<file path="src/design/leg_forward_kinematics_macros.svh">
// Assertion macros for the leg forward kinematics block.
// Included by the modules that carry concurrent assertions; depends on nothing.
`ifndef LEG_FORWARD_KINEMATICS_MACROS_SVH
`define LEG_FORWARD_KINEMATICS_MACROS_SVH

// Condition implies property in the same cycle.
`define LFK_ASSERT_IMPLY(label, clk, rst_n, cond, prop, msg) \
    label: assert property (@(posedge clk) disable iff (!rst_n) (cond) |-> (prop)) \
        else $error(msg);

// Condition implies property in the next cycle.
`define LFK_ASSERT_NEXT(label, clk, rst_n, cond, prop, msg) \
    label: assert property (@(posedge clk) disable iff (!rst_n) (cond) |=> (prop)) \
        else $error(msg);

`endif

</file>
<file path="src/design/lfk_pkg.sv">
// Shared types, constants and tables of the leg forward kinematics block.
// Used by the CORDIC unit, the serial multiplier and the top level.
package lfk_pkg;

    localparam int CORDIC_ITERATIONS_DEF = 16;
    localparam int ANGLE_WIDTH_DEF       = 16;
    localparam int ATAN_ENTRIES          = 24;
    localparam int ATAN_IDX_W            = $clog2(ATAN_ENTRIES);
    localparam int ANG_W                 = 16;
    localparam int LEN_W                 = 16;
    localparam int TRIG_W                = 18;
    localparam int POS_W                 = 19;
    localparam int MUL_A_W               = 36;
    localparam int MUL_CNT_W             = $clog2(TRIG_W);
    localparam int ACC_W                 = 56;
    localparam int XY_W                  = 33;
    localparam longint PI_Q30            = 64'sd3373259426;
    localparam logic signed [XY_W-1:0] CORDIC_GAIN = 33'sd652032874;

    localparam logic MODE_EXACT = 1'b0;
    localparam logic MODE_FAST  = 1'b1;

    typedef enum logic [1:0] {
        REG_LEG_IS_RIGHT,
        REG_SHOULDER_LEN,
        REG_UPPER_LEN,
        REG_LOWER_LEN
    } t_reg_idx;

    typedef enum logic [2:0] {
        ST_IDLE,
        ST_COR_START,
        ST_COR_WAIT,
        ST_MAC_START,
        ST_MAC_WAIT,
        ST_DONE
    } t_state;

    typedef enum logic [1:0] {
        COR_IDLE,
        COR_REDUCE,
        COR_ROTATE,
        COR_FINISH
    } t_cor_state;

    typedef enum logic [3:0] {
        OP_F0S, OP_F0C, OP_F1S, OP_F1C, OP_F2S, OP_F2C,
        OP_FX1, OP_FX2, OP_FY1, OP_FY2,
        OP_PX1, OP_PX2, OP_PY1, OP_PZ1, OP_PZ2
    } t_op;

    typedef enum logic [3:0] {
        A_D0, A_D1, A_D2, A_L0S, A_L1, A_L2, A_FY, A_L0S_LEFT, A_L0S_RIGHT
    } t_asel;

    typedef enum logic [2:0] {
        I_ZERO, I_KEEP, I_RND, I_FX, I_TRIG_S, I_TRIG_C
    } t_isel;

    typedef enum logic [2:0] {
        D_NONE, D_TRIG, D_FX, D_FY, D_PX, D_PY, D_PZ
    } t_dest;

    typedef struct packed {
        t_asel      a_sel;
        logic [2:0] b_idx;
        logic       b_store;
        logic       neg;
        logic       neg_right;
        t_isel      i_sel;
        t_dest      dest;
        logic [2:0] t_idx;
    } t_step;

    typedef struct packed {
        logic busy;
        logic done;
    } t_unit_status;

    typedef struct packed {
        logic                       start;
        logic                       neg;
        logic signed [MUL_A_W-1:0]  a;
        logic signed [TRIG_W-1:0]   b;
        logic signed [ACC_W-1:0]    init;
    } t_mac_req;

    function automatic logic [31:0] atan_q30(input logic [ATAN_IDX_W-1:0] idx);
        logic [31:0] v;
        case (idx)
            5'd0:    v = 32'h3243F6A8;
            5'd1:    v = 32'h1DAC6705;
            5'd2:    v = 32'h0FADBAFC;
            5'd3:    v = 32'h07F56EA6;
            5'd4:    v = 32'h03FEAB76;
            5'd5:    v = 32'h01FFD55B;
            5'd6:    v = 32'h00FFFAAA;
            5'd7:    v = 32'h007FFF55;
            5'd8:    v = 32'h003FFFEA;
            5'd9:    v = 32'h001FFFFD;
            5'd10:   v = 32'h000FFFFF;
            5'd11:   v = 32'h0007FFFF;
            5'd12:   v = 32'h0003FFFF;
            5'd13:   v = 32'h0001FFFF;
            5'd14:   v = 32'h0000FFFF;
            5'd15:   v = 32'h00007FFF;
            5'd16:   v = 32'h00003FFF;
            5'd17:   v = 32'h00001FFF;
            5'd18:   v = 32'h00000FFF;
            5'd19:   v = 32'h000007FF;
            5'd20:   v = 32'h000003FF;
            5'd21:   v = 32'h000001FF;
            5'd22:   v = 32'h000000FF;
            5'd23:   v = 32'h0000007F;
            default: v = 32'h0;
        endcase
        return v;
    endfunction

    // Each product step of the sequence: operands, sign, accumulator start and target.
    function automatic t_step step_decode(input t_op op);
        t_step s;
        s = '{a_sel: A_L1, b_idx: 3'd0, b_store: 1'b0, neg: 1'b0, neg_right: 1'b0,
              i_sel: I_ZERO, dest: D_NONE, t_idx: 3'd0};
        unique case (op)
            OP_F0S: s = '{A_D0, 3'd1, 1'b1, 1'b0, 1'b0, I_TRIG_S, D_TRIG, 3'd0};
            OP_F0C: s = '{A_D0, 3'd0, 1'b1, 1'b1, 1'b0, I_TRIG_C, D_TRIG, 3'd1};
            OP_F1S: s = '{A_D1, 3'd3, 1'b1, 1'b0, 1'b0, I_TRIG_S, D_TRIG, 3'd2};
            OP_F1C: s = '{A_D1, 3'd2, 1'b1, 1'b1, 1'b0, I_TRIG_C, D_TRIG, 3'd3};
            OP_F2S: s = '{A_D2, 3'd5, 1'b1, 1'b0, 1'b0, I_TRIG_S, D_TRIG, 3'd4};
            OP_F2C: s = '{A_D2, 3'd4, 1'b1, 1'b1, 1'b0, I_TRIG_C, D_TRIG, 3'd5};
            OP_FX1: s = '{A_L1, 3'd3, 1'b0, 1'b0, 1'b0, I_ZERO, D_NONE, 3'd0};
            OP_FX2: s = '{A_L2, 3'd5, 1'b0, 1'b1, 1'b0, I_KEEP, D_FX, 3'd0};
            OP_FY1: s = '{A_L1, 3'd2, 1'b0, 1'b1, 1'b0, I_ZERO, D_NONE, 3'd0};
            OP_FY2: s = '{A_L2, 3'd4, 1'b0, 1'b0, 1'b0, I_KEEP, D_FY, 3'd0};
            OP_PX1: s = '{A_L0S, 3'd1, 1'b0, 1'b1, 1'b1, I_RND, D_NONE, 3'd0};
            OP_PX2: s = '{A_FY, 3'd0, 1'b0, 1'b0, 1'b1, I_KEEP, D_PX, 3'd0};
            OP_PY1: s = '{A_L0S_LEFT, 3'd0, 1'b0, 1'b0, 1'b0, I_FX, D_PY, 3'd0};
            OP_PZ1: s = '{A_L0S_RIGHT, 3'd0, 1'b0, 1'b0, 1'b0, I_RND, D_NONE, 3'd0};
            OP_PZ2: s = '{A_FY, 3'd1, 1'b0, 1'b0, 1'b0, I_KEEP, D_PZ, 3'd0};
            default: s.dest = D_NONE;
        endcase
        return s;
    endfunction

endpackage

</file>
<file path="src/design/lfk_serial_mac.sv">
// Bit-serial signed multiply-accumulate: one multiplier bit per cycle.
// Depends on lfk_pkg for widths and the request and status structs.
module lfk_serial_mac import lfk_pkg::*; (
    input  logic                     i_clk,
    input  logic                     i_rst_n,
    input  t_mac_req                 i_req,
    output logic signed [ACC_W-1:0]  o_acc,
    output t_unit_status             o_status
);

    logic signed [ACC_W-1:0]  r_acc, n_acc;
    logic signed [ACC_W-1:0]  r_a, n_a;
    logic signed [TRIG_W-1:0] r_b, n_b;
    logic [MUL_CNT_W-1:0]     r_cnt, n_cnt;
    logic                     r_neg, n_neg;
    logic                     r_busy, n_busy;
    logic                     r_done, n_done;
    logic                     sub;

    always_comb begin
        n_acc  = r_acc;
        n_a    = r_a;
        n_b    = r_b;
        n_cnt  = r_cnt;
        n_neg  = r_neg;
        n_busy = r_busy;
        n_done = 1'b0;
        sub    = r_neg ^ (r_cnt == MUL_CNT_W'(TRIG_W - 1));
        if (i_req.start) begin
            n_acc  = $signed(i_req.init);
            n_a    = ACC_W'($signed(i_req.a));
            n_b    = $signed(i_req.b);
            n_cnt  = '0;
            n_neg  = i_req.neg;
            n_busy = 1'b1;
        end else if (r_busy) begin
            if (r_b[0]) begin
                n_acc = sub ? (r_acc - r_a) : (r_acc + r_a);
            end
            n_a   = r_a <<< 1;
            n_b   = r_b >>> 1;
            n_cnt = r_cnt + MUL_CNT_W'(1);
            if (r_cnt == MUL_CNT_W'(TRIG_W - 1)) begin
                n_busy = 1'b0;
                n_done = 1'b1;
            end
        end
    end

    always_ff @(posedge i_clk) begin
        if (!i_rst_n) begin
            r_busy <= 1'b0;
            r_done <= 1'b0;
        end else begin
            r_busy <= n_busy;
            r_done <= n_done;
        end
    end

    always_ff @(posedge i_clk) begin
        r_acc <= n_acc;
        r_a   <= n_a;
        r_b   <= n_b;
        r_cnt <= n_cnt;
        r_neg <= n_neg;
    end

    assign o_acc    = r_acc;
    assign o_status = '{busy: r_busy, done: r_done};

endmodule

</file>
<file path="src/design/lfk_cordic.sv">
// Iterative CORDIC: range reduction by pi, then one rotation per cycle.
// Depends on lfk_pkg for the arctangent table, widths and state type.
module lfk_cordic import lfk_pkg::*; #(
    parameter int ITERATIONS  = CORDIC_ITERATIONS_DEF,
    parameter int ANGLE_WIDTH = ANGLE_WIDTH_DEF
) (
    input  logic                      i_clk,
    input  logic                      i_rst_n,
    input  logic                      i_start,
    input  logic signed [ANG_W:0]     i_angle,
    output logic signed [TRIG_W-1:0]  o_sin,
    output logic signed [TRIG_W-1:0]  o_cos,
    output t_unit_status              o_status
);

    localparam int RES_W = ANGLE_WIDTH + 6;
    localparam int SCALE = ANGLE_WIDTH - 12;
    localparam int SH    = 29 - ANGLE_WIDTH;
    localparam int ITERS = (ITERATIONS < ATAN_ENTRIES) ? ITERATIONS : ATAN_ENTRIES;
    localparam longint PI_F   = (PI_Q30 + (longint'(1) << (SH - 1))) >>> SH;
    localparam longint HALF_F = PI_F / 2;
    localparam logic signed [RES_W-1:0] PI_R    = RES_W'(PI_F);
    localparam logic signed [RES_W-1:0] HALF_R  = RES_W'(HALF_F);
    localparam logic signed [RES_W-1:0] NHALF_R = RES_W'(-HALF_F);
    localparam logic [XY_W-1:0] ATAN_RND = XY_W'(longint'(1) << (SH - 1));

    t_cor_state               r_state, n_state;
    logic signed [RES_W-1:0]  r_a, n_a;
    logic signed [XY_W-1:0]   r_x, n_x, r_y, n_y;
    logic [ATAN_IDX_W-1:0]    r_i, n_i;
    logic                     r_flip, n_flip;
    logic signed [TRIG_W-1:0] r_sin, n_sin, r_cos, n_cos;
    logic                     r_done, n_done;
    logic [XY_W-1:0]          atan_r;
    logic signed [RES_W-1:0]  step_ang;
    logic signed [XY_W-1:0]   dx, dy, xr, yr;
    logic                     last_iter;

    assign last_iter = (r_i == ATAN_IDX_W'(ITERS - 1));

    always_comb begin
        n_state = r_state;
        unique case (r_state)
            COR_IDLE:   if (i_start) n_state = COR_REDUCE;
            COR_REDUCE: if (!(r_a > HALF_R) && !(r_a < NHALF_R)) n_state = COR_ROTATE;
            COR_ROTATE: if (last_iter) n_state = COR_FINISH;
            COR_FINISH: n_state = COR_IDLE;
            default:    n_state = COR_IDLE;
        endcase
    end

    always_comb begin
        n_a    = r_a;
        n_x    = r_x;
        n_y    = r_y;
        n_i    = r_i;
        n_flip = r_flip;
        n_sin  = r_sin;
        n_cos  = r_cos;
        n_done = 1'b0;
        atan_r   = ({1'b0, atan_q30(r_i)} + ATAN_RND) >> SH;
        step_ang = $signed(atan_r[RES_W-1:0]);
        dx       = r_y >>> r_i;
        dy       = r_x >>> r_i;
        xr       = (r_x + 33'sd8192) >>> 14;
        yr       = (r_y + 33'sd8192) >>> 14;
        unique case (r_state)
            COR_IDLE: begin
                if (i_start) begin
                    n_a    = RES_W'(i_angle) <<< SCALE;
                    n_x    = CORDIC_GAIN;
                    n_y    = '0;
                    n_i    = '0;
                    n_flip = 1'b0;
                end
            end
            COR_REDUCE: begin
                if (r_a > HALF_R) begin
                    n_a    = r_a - PI_R;
                    n_flip = !r_flip;
                end else if (r_a < NHALF_R) begin
                    n_a    = r_a + PI_R;
                    n_flip = !r_flip;
                end
            end
            COR_ROTATE: begin
                if (!r_a[RES_W-1]) begin
                    n_x = r_x - dx;
                    n_y = r_y + dy;
                    n_a = r_a - step_ang;
                end else begin
                    n_x = r_x + dx;
                    n_y = r_y - dy;
                    n_a = r_a + step_ang;
                end
                n_i = r_i + ATAN_IDX_W'(1);
            end
            COR_FINISH: begin
                if (r_flip) begin
                    xr = -xr;
                    yr = -yr;
                end
                n_sin  = yr[TRIG_W-1:0];
                n_cos  = xr[TRIG_W-1:0];
                n_done = 1'b1;
            end
            default: n_done = 1'b0;
        endcase
    end

    always_ff @(posedge i_clk) begin
        if (!i_rst_n) begin
            r_state <= COR_IDLE;
            r_done  <= 1'b0;
        end else begin
            r_state <= n_state;
            r_done  <= n_done;
        end
    end

    always_ff @(posedge i_clk) begin
        r_a    <= n_a;
        r_x    <= n_x;
        r_y    <= n_y;
        r_i    <= n_i;
        r_flip <= n_flip;
        r_sin  <= n_sin;
        r_cos  <= n_cos;
    end

    assign o_sin    = r_sin;
    assign o_cos    = r_cos;
    assign o_status = '{busy: (r_state != COR_IDLE), done: r_done};

endmodule

</file>
<file path="src/design/leg_forward_kinematics.sv">
// Top level of the three-joint leg forward kinematics block.
// Depends on lfk_pkg, lfk_cordic, lfk_serial_mac and the assertion macro header.
//
//  Channel   Direction  Signals                       Contents
//  config    in/out     psel penable pwrite paddr ..  leg side and three lengths
//  angles    in         s_axis_*                      operation and six joint angles
//  foot      out        m_axis_*                      foot x, y, z and clipped flag
//
// Exact mode runs three CORDIC passes, then nine products in the bit-serial
// multiplier. Fast mode runs fifteen products. The serial multiplier takes one
// multiplier bit per cycle.
// Reset is synchronous and active low; it clears the trig store and the lengths and sets the leg side to right.
// A finished result waits in the output register while the next transaction is
// taken; a result finished behind an untaken one waits until that is taken.
`include "leg_forward_kinematics_macros.svh"

module leg_forward_kinematics import lfk_pkg::*; #(
    parameter int CORDIC_ITERATIONS = CORDIC_ITERATIONS_DEF,
    parameter int ANGLE_WIDTH       = ANGLE_WIDTH_DEF
) (
    input  logic        i_clk,
    input  logic        i_rst_n,
    input  logic        psel,
    input  logic        penable,
    input  logic        pwrite,
    input  logic [3:0]  paddr,
    input  logic [31:0] pwdata,
    output logic [31:0] prdata,
    output logic        pready,
    input  logic        s_axis_tvalid,
    output logic        s_axis_tready,
    // shoulder, hip, knee, ref_shoulder, ref_hip, ref_knee angles, 16 bits each
    input  logic [95:0] s_axis_tdata,
    // operation
    input  logic [0:0]  s_axis_tuser,
    output logic        m_axis_tvalid,
    input  logic        m_axis_tready,
    // foot_x, foot_y, foot_z, 19 bits each, then 7 zero bits
    output logic [63:0] m_axis_tdata,
    // clipped
    output logic [0:0]  m_axis_tuser
);

    t_state                    r_state, n_state;
    logic                      r_leg_is_right;
    logic [LEN_W-1:0]          r_l0, r_l1, r_l2;
    logic                      r_mode;
    logic signed [ANG_W:0]     r_ang0, r_ang1, r_ang2;
    logic signed [ANG_W+1:0]   r_d0, r_d1, r_d2;
    logic [1:0]                r_cidx;
    t_op                       r_op;
    logic signed [TRIG_W-1:0]  r_store [6];
    logic signed [TRIG_W-1:0]  r_trig [6];
    logic signed [MUL_A_W-1:0] r_fx, r_fy;
    logic signed [POS_W-1:0]   r_px, r_py, r_pz;
    logic [2:0]                r_hit;
    logic                      r_m_valid;
    logic [63:0]               r_m_data;
    logic                      r_m_clip;

    logic                      cfg_write;
    logic                      in_accept;
    logic                      out_free;
    logic                      cor_start;
    logic signed [ANG_W:0]     cor_angle;
    logic signed [TRIG_W-1:0]  cor_sin, cor_cos;
    t_unit_status              cor_status;
    t_mac_req                  mac_req;
    logic signed [ACC_W-1:0]   mac_acc;
    t_unit_status              mac_status;
    t_step                     step;
    logic [MUL_A_W-1:0]        l0_shifted;
    logic signed [ANG_W-1:0]   in_a0, in_a1, in_a2, in_r0, in_r1, in_r2;
    logic [TRIG_W:0]           trig_sat;
    logic [POS_W:0]            pos_sat;

    localparam logic signed [ACC_W-1:0] RND32 = ACC_W'(longint'(1) << 31);

    function automatic logic [TRIG_W:0] sat_trig(input logic signed [ACC_W-1:0] acc);
        logic signed [ACC_W-1:0] v;
        logic                    ovf;
        v   = acc >>> 13;
        ovf = (v[ACC_W-1:TRIG_W-1] != {(ACC_W - TRIG_W + 1){v[ACC_W-1]}});
        if (ovf) begin
            return {1'b1, v[ACC_W-1], {(TRIG_W - 1){!v[ACC_W-1]}}};
        end
        return {1'b0, v[TRIG_W-1:0]};
    endfunction

    function automatic logic [POS_W:0] sat_pos(input logic signed [ACC_W-1:0] acc);
        logic signed [ACC_W-1:0] v;
        logic                    ovf;
        v   = acc >>> 32;
        ovf = (v[ACC_W-1:POS_W-1] != {(ACC_W - POS_W + 1){v[ACC_W-1]}});
        if (ovf) begin
            return {1'b1, v[ACC_W-1], {(POS_W - 1){!v[ACC_W-1]}}};
        end
        return {1'b0, v[POS_W-1:0]};
    endfunction

    assign in_a0 = $signed(s_axis_tdata[15:0]);
    assign in_a1 = $signed(s_axis_tdata[31:16]);
    assign in_a2 = $signed(s_axis_tdata[47:32]);
    assign in_r0 = $signed(s_axis_tdata[63:48]);
    assign in_r1 = $signed(s_axis_tdata[79:64]);
    assign in_r2 = $signed(s_axis_tdata[95:80]);

    assign pready    = 1'b1;
    assign cfg_write = psel && penable && pwrite && pready;
    assign in_accept = s_axis_tvalid && s_axis_tready;
    assign out_free  = !r_m_valid || m_axis_tready;

    always_comb begin
        unique case (t_reg_idx'(paddr[3:2]))
            REG_LEG_IS_RIGHT: prdata = {31'd0, r_leg_is_right};
            REG_SHOULDER_LEN: prdata = {16'd0, r_l0};
            REG_UPPER_LEN:    prdata = {16'd0, r_l1};
            REG_LOWER_LEN:    prdata = {16'd0, r_l2};
            default:          prdata = '0;
        endcase
    end

    always_comb begin
        n_state = r_state;
        unique case (r_state)
            ST_IDLE: begin
                if (s_axis_tvalid) begin
                    n_state = (s_axis_tuser[0] == MODE_FAST) ? ST_MAC_START : ST_COR_START;
                end
            end
            ST_COR_START: n_state = ST_COR_WAIT;
            ST_COR_WAIT: begin
                if (cor_status.done) begin
                    n_state = (r_cidx == 2'd2) ? ST_MAC_START : ST_COR_START;
                end
            end
            ST_MAC_START: n_state = ST_MAC_WAIT;
            ST_MAC_WAIT: begin
                if (mac_status.done) begin
                    n_state = (r_op == OP_PZ2) ? ST_DONE : ST_MAC_START;
                end
            end
            ST_DONE: if (out_free) n_state = ST_IDLE;
            default: n_state = ST_IDLE;
        endcase
    end

    always_comb begin
        s_axis_tready = (r_state == ST_IDLE);
        cor_start     = (r_state == ST_COR_START);
        mac_req.start = (r_state == ST_MAC_START);
    end

    always_comb begin
        case (r_cidx)
            2'd0:    cor_angle = r_ang0;
            2'd1:    cor_angle = r_ang1;
            default: cor_angle = r_ang2;
        endcase
    end

    assign step       = step_decode(r_op);
    assign l0_shifted = {4'd0, r_l0, 16'd0};

    always_comb begin
        case (step.a_sel)
            A_D0:        mac_req.a = MUL_A_W'(r_d0);
            A_D1:        mac_req.a = MUL_A_W'(r_d1);
            A_D2:        mac_req.a = MUL_A_W'(r_d2);
            A_L0S:       mac_req.a = l0_shifted;
            A_L1:        mac_req.a = {20'd0, r_l1};
            A_L2:        mac_req.a = {20'd0, r_l2};
            A_FY:        mac_req.a = r_fy;
            A_L0S_LEFT:  mac_req.a = r_leg_is_right ? '0 : l0_shifted;
            A_L0S_RIGHT: mac_req.a = r_leg_is_right ? l0_shifted : '0;
            default:     mac_req.a = '0;
        endcase
        mac_req.b   = step.b_store ? r_store[step.b_idx] : r_trig[step.b_idx];
        mac_req.neg = step.neg ^ (step.neg_right & r_leg_is_right);
        case (step.i_sel)
            I_ZERO:   mac_req.init = '0;
            I_KEEP:   mac_req.init = mac_acc;
            I_RND:    mac_req.init = RND32;
            I_FX:     mac_req.init = (ACC_W'(r_fx) <<< 16) + RND32;
            I_TRIG_S: mac_req.init = (ACC_W'(r_store[step.t_idx]) <<< 13) + ACC_W'(4096);
            I_TRIG_C: mac_req.init = (ACC_W'(r_store[step.t_idx]) <<< 13) + ACC_W'(4095);
            default:  mac_req.init = '0;
        endcase
    end

    assign trig_sat = sat_trig(mac_acc);
    assign pos_sat  = sat_pos(mac_acc);

    lfk_cordic #(
        .ITERATIONS  (CORDIC_ITERATIONS),
        .ANGLE_WIDTH (ANGLE_WIDTH)
    ) u_cordic (
        .i_clk    (i_clk),
        .i_rst_n  (i_rst_n),
        .i_start  (cor_start),
        .i_angle  (cor_angle),
        .o_sin    (cor_sin),
        .o_cos    (cor_cos),
        .o_status (cor_status)
    );

    lfk_serial_mac u_mac (
        .i_clk    (i_clk),
        .i_rst_n  (i_rst_n),
        .i_req    (mac_req),
        .o_acc    (mac_acc),
        .o_status (mac_status)
    );

    always_ff @(posedge i_clk) begin
        if (!i_rst_n) begin
            r_state        <= ST_IDLE;
            r_leg_is_right <= 1'b1;
            r_l0           <= '0;
            r_l1           <= '0;
            r_l2           <= '0;
            r_m_valid      <= 1'b0;
            r_cidx         <= '0;
            r_op           <= OP_FX1;
            for (int k = 0; k < 6; k++) begin
                r_store[k] <= '0;
            end
        end else begin
            r_state <= n_state;
            if (cfg_write) begin
                unique case (t_reg_idx'(paddr[3:2]))
                    REG_LEG_IS_RIGHT: r_leg_is_right <= pwdata[0];
                    REG_SHOULDER_LEN: r_l0 <= pwdata[LEN_W-1:0];
                    REG_UPPER_LEN:    r_l1 <= pwdata[LEN_W-1:0];
                    REG_LOWER_LEN:    r_l2 <= pwdata[LEN_W-1:0];
                    default:          r_l0 <= r_l0;
                endcase
            end
            if (in_accept) begin
                r_cidx <= '0;
                r_op   <= (s_axis_tuser[0] == MODE_FAST) ? OP_F0S : OP_FX1;
            end
            if (r_state == ST_COR_WAIT && cor_status.done) begin
                r_store[{r_cidx, 1'b0}] <= cor_sin;
                r_store[{r_cidx, 1'b1}] <= cor_cos;
                r_cidx                  <= r_cidx + 2'd1;
            end
            if (r_state == ST_MAC_WAIT && mac_status.done && r_op != OP_PZ2) begin
                r_op <= t_op'(r_op + 4'd1);
            end
            if (r_state == ST_DONE && out_free) begin
                r_m_valid <= 1'b1;
            end else if (m_axis_tready) begin
                r_m_valid <= 1'b0;
            end
        end
    end

    always_ff @(posedge i_clk) begin
        if (in_accept) begin
            r_mode <= s_axis_tuser[0];
            r_ang0 <= (ANG_W + 1)'(in_a0);
            r_ang1 <= (ANG_W + 1)'(in_a1);
            r_ang2 <= (ANG_W + 1)'(in_a1) + (ANG_W + 1)'(in_a2);
            r_d0   <= (ANG_W + 2)'(in_a0) - (ANG_W + 2)'(in_r0);
            r_d1   <= (ANG_W + 2)'(in_a1) - (ANG_W + 2)'(in_r1);
            r_d2   <= (ANG_W + 2)'(in_a1) - (ANG_W + 2)'(in_r1)
                      + (ANG_W + 2)'(in_a2) - (ANG_W + 2)'(in_r2);
        end
        if (r_state == ST_COR_WAIT && cor_status.done) begin
            r_trig[{r_cidx, 1'b0}] <= cor_sin;
            r_trig[{r_cidx, 1'b1}] <= cor_cos;
        end
        if (r_state == ST_MAC_WAIT && mac_status.done) begin
            case (step.dest)
                D_TRIG: r_trig[step.t_idx] <= trig_sat[TRIG_W-1:0];
                D_FX:   r_fx <= mac_acc[MUL_A_W-1:0];
                D_FY:   r_fy <= mac_acc[MUL_A_W-1:0];
                D_PX: begin
                    r_px     <= pos_sat[POS_W-1:0];
                    r_hit[0] <= pos_sat[POS_W];
                end
                D_PY: begin
                    r_py     <= pos_sat[POS_W-1:0];
                    r_hit[1] <= pos_sat[POS_W];
                end
                D_PZ: begin
                    r_pz     <= pos_sat[POS_W-1:0];
                    r_hit[2] <= pos_sat[POS_W];
                end
                default: r_fx <= r_fx;
            endcase
        end
        if (r_state == ST_DONE && out_free) begin
            r_m_data <= {7'd0, r_pz, r_py, r_px};
            r_m_clip <= |r_hit;
        end
    end

    assign m_axis_tvalid   = r_m_valid;
    assign m_axis_tdata    = r_m_data;
    assign m_axis_tuser[0] = r_m_clip;

    // The mode is held for the whole transaction.
    `LFK_ASSERT_IMPLY(a_mode_held, i_clk, i_rst_n, r_state == ST_MAC_WAIT && !in_accept, $stable(r_mode) || $past(in_accept), "mode changed during a transaction")
    `LFK_ASSERT_IMPLY(a_mac_start_idle, i_clk, i_rst_n, mac_req.start, !mac_status.busy, "multiplier started while busy")
    `LFK_ASSERT_IMPLY(a_units_idle, i_clk, i_rst_n, s_axis_tready, !mac_status.busy && !cor_status.busy, "input ready while a unit is busy")
    `LFK_ASSERT_NEXT(a_one_item, i_clk, i_rst_n, in_accept, !s_axis_tready, "second transaction taken back to back")
    `LFK_ASSERT_IMPLY(a_load_from_done, i_clk, i_rst_n, $rose(m_axis_tvalid), $past(r_state == ST_DONE), "result loaded outside the done state")

endmodule
</file>
<file path="config.mk">
export PLATFORM = sky130hd
export DESIGN_NAME = leg_forward_kinematics
export DESIGN_NICKNAME = d
export VERILOG_FILES = /design/src/design/lfk_pkg.sv /design/src/design/lfk_serial_mac.sv /design/src/design/lfk_cordic.sv /design/src/design/leg_forward_kinematics.sv
export VERILOG_INCLUDE_DIRS = /design/src /design/src/design
export SDC_FILE = /design/constraint.sdc
export NUM_CORES = 2
export LEC_CHECK = 0
export ABC_CLOCK_PERIOD_IN_PS = 26500
export BUFFER_PORTS_ARGS = -buffer_cell sky130_fd_sc_hd__buf_2
export CORE_MARGIN = 3
export CORE_UTILIZATION = 25
export CTS_CLUSTER_SIZE = 25
export DETAILED_ROUTE_END_ITERATION = 8
export HOLD_SLACK_MARGIN = 0.05
export SLEW_MARGIN = 10
export SYNTH_ARGS = -nofsm -noshare
export SYNTH_HDL_FRONTEND = slang
export SYNTH_SLANG_ARGS = --single-unit
</file>
<file path="constraint.sdc">
create_clock -name i_clk -period 26.5 [get_ports i_clk]
set_input_delay 3.975 -clock i_clk [delete_from_list [all_inputs] [get_ports i_clk]]
set_output_delay 3.975 -clock i_clk [all_outputs]
set_load 0.005 [all_outputs]
</file>
==> flow_summary.yaml <==
yosys:
  yosysTopAreaCell: "edfxtp_1"
  synth-edff-count: 804
  netlist_top_cells_area: "edfxtp_1, mux4_2, ha_1"
  netlist_instances: 5552
  netlist_area_um2: 57400
  avgSynthCellArea_um2: 10.3
  yosysTopAreaCellShare_pct: 42.1
  yosysUniqueCellTypes: 96
  ys_seq_elements: 891
  synth-main-ff-cell: "edfxtp_1"
  seq_area_frac_synth_pct: 45.1
  async_flop_share_pct: 0
  yosys_warnings: 0
timing:
  min_period_over_period_pct: 35.5
  worstMarginPinSlew_ns: 1.19
  fmaxAchievable_mhz: 106
  slew_headroom_pct: 20.5
  tns_ns: 0
  worst_clock_skew_ns: 0.0625
  setup_viol: 0
  rsz0062_at_grt: "no"
  final-max-slew-violation-count: 0
  finalWorstPathRequiredPeriod_ns: 9.41
  hold_viol_final: 0
power:
  ir_drop_mv: 0.0821
  p_per_area_nw_per_um2: 117
  power.leakage_nw: 23.6
routing:
  dr.pass1.iters: 6
  routedWlPerCell_um: 19.6
  vias: 44900
  drt-initial-drc-count: 4496
  drc_errors: 0
  ant_nets: 0
  via_per_inst: 5.16
  wl_um: 170000
clocking:
  insertion_delay_ns: 0.75
  cts_tree: "done"
  post_cts_resized: 0
  postCtsHoldBufs: 0
  htree_levels: 3
  cts-buffers-inserted: 98
  clkSinkCount: 891
  cts_buffer_depth: 3
  cts_setup_buffers: 0
  cts_root_buffer: "clkbuf_16"
  cts.clk_slew.worst_paths_ns: 0.06
floorplan:
  io_pins: 240
  die_area_um2: 235000
  die_x_um: 485
  initial_utilization_pct: 25.2
  die_height_um: 485
  core_area_um2: 228000
  fp-row-count: 175
global_routing:
  grt_max_degree: 86
  grt_pass1_vias: 42500
  overflow: 0
  grt_usage_pct: 13.9
  antenna_found_initial: 8
  grt_pass1_wl_um: 258000
critical_path:
  crit_path_end_kind: "output port"
  max_stage_delay_ns: 0.46
  critPathSlowestCell: "buf_2"
  worstPathArrival_ns: 5.43
  critPathTopFamily: "buffers and inverters"
  cp_cell_sequence: "buf_2, nor2b_1, buf_4, a22o_1, buf_2"
  worstPathRequired_ns: 22.52
  crit_top_cell: "buf_2"
  path_buf_inv: 3
  cp_max_fo: 22
  critPathKind: "primary input to output port"
  start_kind: "primary input"
placement:
  hpwlAfterDp_um: 119000
  io_buffers: 197
  placed_cells: 8516
  routabilityCongestion: 0.921
min_path:
  hp-class: "flip-flop to flip-flop"
finish:
  layout.cells.non_filler: 8704
  area_delta_synth_final_pct: 12.9
  final_nets: 6009
  final_layout_size_suffix_gt1_share_pct: 12.4
flow_run:
  cap_violations: 0
run_status:
  outcome: "finished, final reports clean"
==> layer usage <==
metal	track usage (%)	wire length, um
met3	2.16	12400
met2	22.5	78900
met1	19.1	74000
met4	3.88	4970
met5	0	0
==> cell families (layout without fill, tap and decap cells) <==
family / after synthesis / count (layout) / synth area share (%)
flops: 891 / 891 / 45.1
mux: 302 / 302 / 8.52
xor+xnor: 383 / 383 / 5.87
other cells: 2 / 27 / 0.0131
fa+ha+maj: 262 / 262 / 6.03
buf+inv: 556 / 674 / 4.07
compound gates: 1501 / 1501 / 16.8
simple gates: 1655 / 1655 / 13.6
==> final cells by class <==
cell class,count,area (um^2)
Clock inverter,71,779
Sequential cell,891,25900
Fill cell,23500,163000
Clock buffer,114,2520
Tap cell,3009,3760
Timing Repair Buffer,275,1570
Inverter,214,803
Multi-Input combinational cell,4127,29400
Antenna cell,3,7.51
==> state kept, by name, indices dropped and copies added (netlist names), 22 cells and up, named ones only <==
name          count
u_cordic.r_a     22
r_fy             36
u_cordic.r_y     33
r_store         144
r_fx             36
u_cordic.r_x     33
r_trig          108
u_mac.o_acc      56
m_axis_tdata     57
u_mac.r_a        56
==> report_power, final <==
group	leakage, nW	switching [W]	internal [W]	total [W]
clock	1.60	0.000615	0.000791	0.00141
combinational	13.9	0.00242	0.00173	0.00415
sequential	8.15	0.000240	0.00178	0.00202
total	23.6	0.00328	0.00430	0.00758
==> layout by cell type, fill, tap and decap left out, types with 141 or more instances in the layout <==
master,synthesis,routed
xnor2_1,232,231
mux4_2,141,141
nand2_1,575,575
inv_1,209,207
xor2_1,150,149
a21oi_1,444,441
buf_2,19,197
nor2_1,419,411
ha_1,238,236
and2_1,145,145
edfxtp_1,804,804
o21ai_0,295,292
==> final timing paths <==
check	startpoint	end	slack, ns	cells past startpoint
setup / recovery	paddr[2]	prdata[12]	17.09	5
hold / removal	r_pz[11]	m_axis_tdata[49]	0.41	0
setup reg to reg	u_cordic.r_i[1]	u_cordic.r_y[30]	18.43	21
hold reg to reg	r_pz[11]	m_axis_tdata[49]	0.41	0
==> synth_stat cells, drive strengths merged, types with 83 or more instances <==
master / count
dfxtp: 87
xnor2: 232
nor2: 419
a21o: 115
nor3: 88
mux4: 143
edfxtp: 804
o21ai: 308
inv: 210
mux2i: 106
nand3: 107
and2: 145
buf: 83
ha: 238
xor2: 150
a21oi: 444
nand2: 575
clkbuf: 259
==> stage by stage <==
step	power [W]	hold slack [ns]	setup WS [ns]	instance area (um^2)	utilization, %
floorplan	0.00520	0.400	14.28	57400	-
global placement	0.00607	0.401	17.15	61500	27.0
detailed placement	0.00613	0.405	17.14	61500	27.0
CTS	0.00757	0.419	17.14	64800	28.4
global route	0.00814	0.422	17.07	64800	28.4
finish	0.00758	0.412	17.09	64800	28.4
Note: power is estimated with default switching activity, not from simulation.
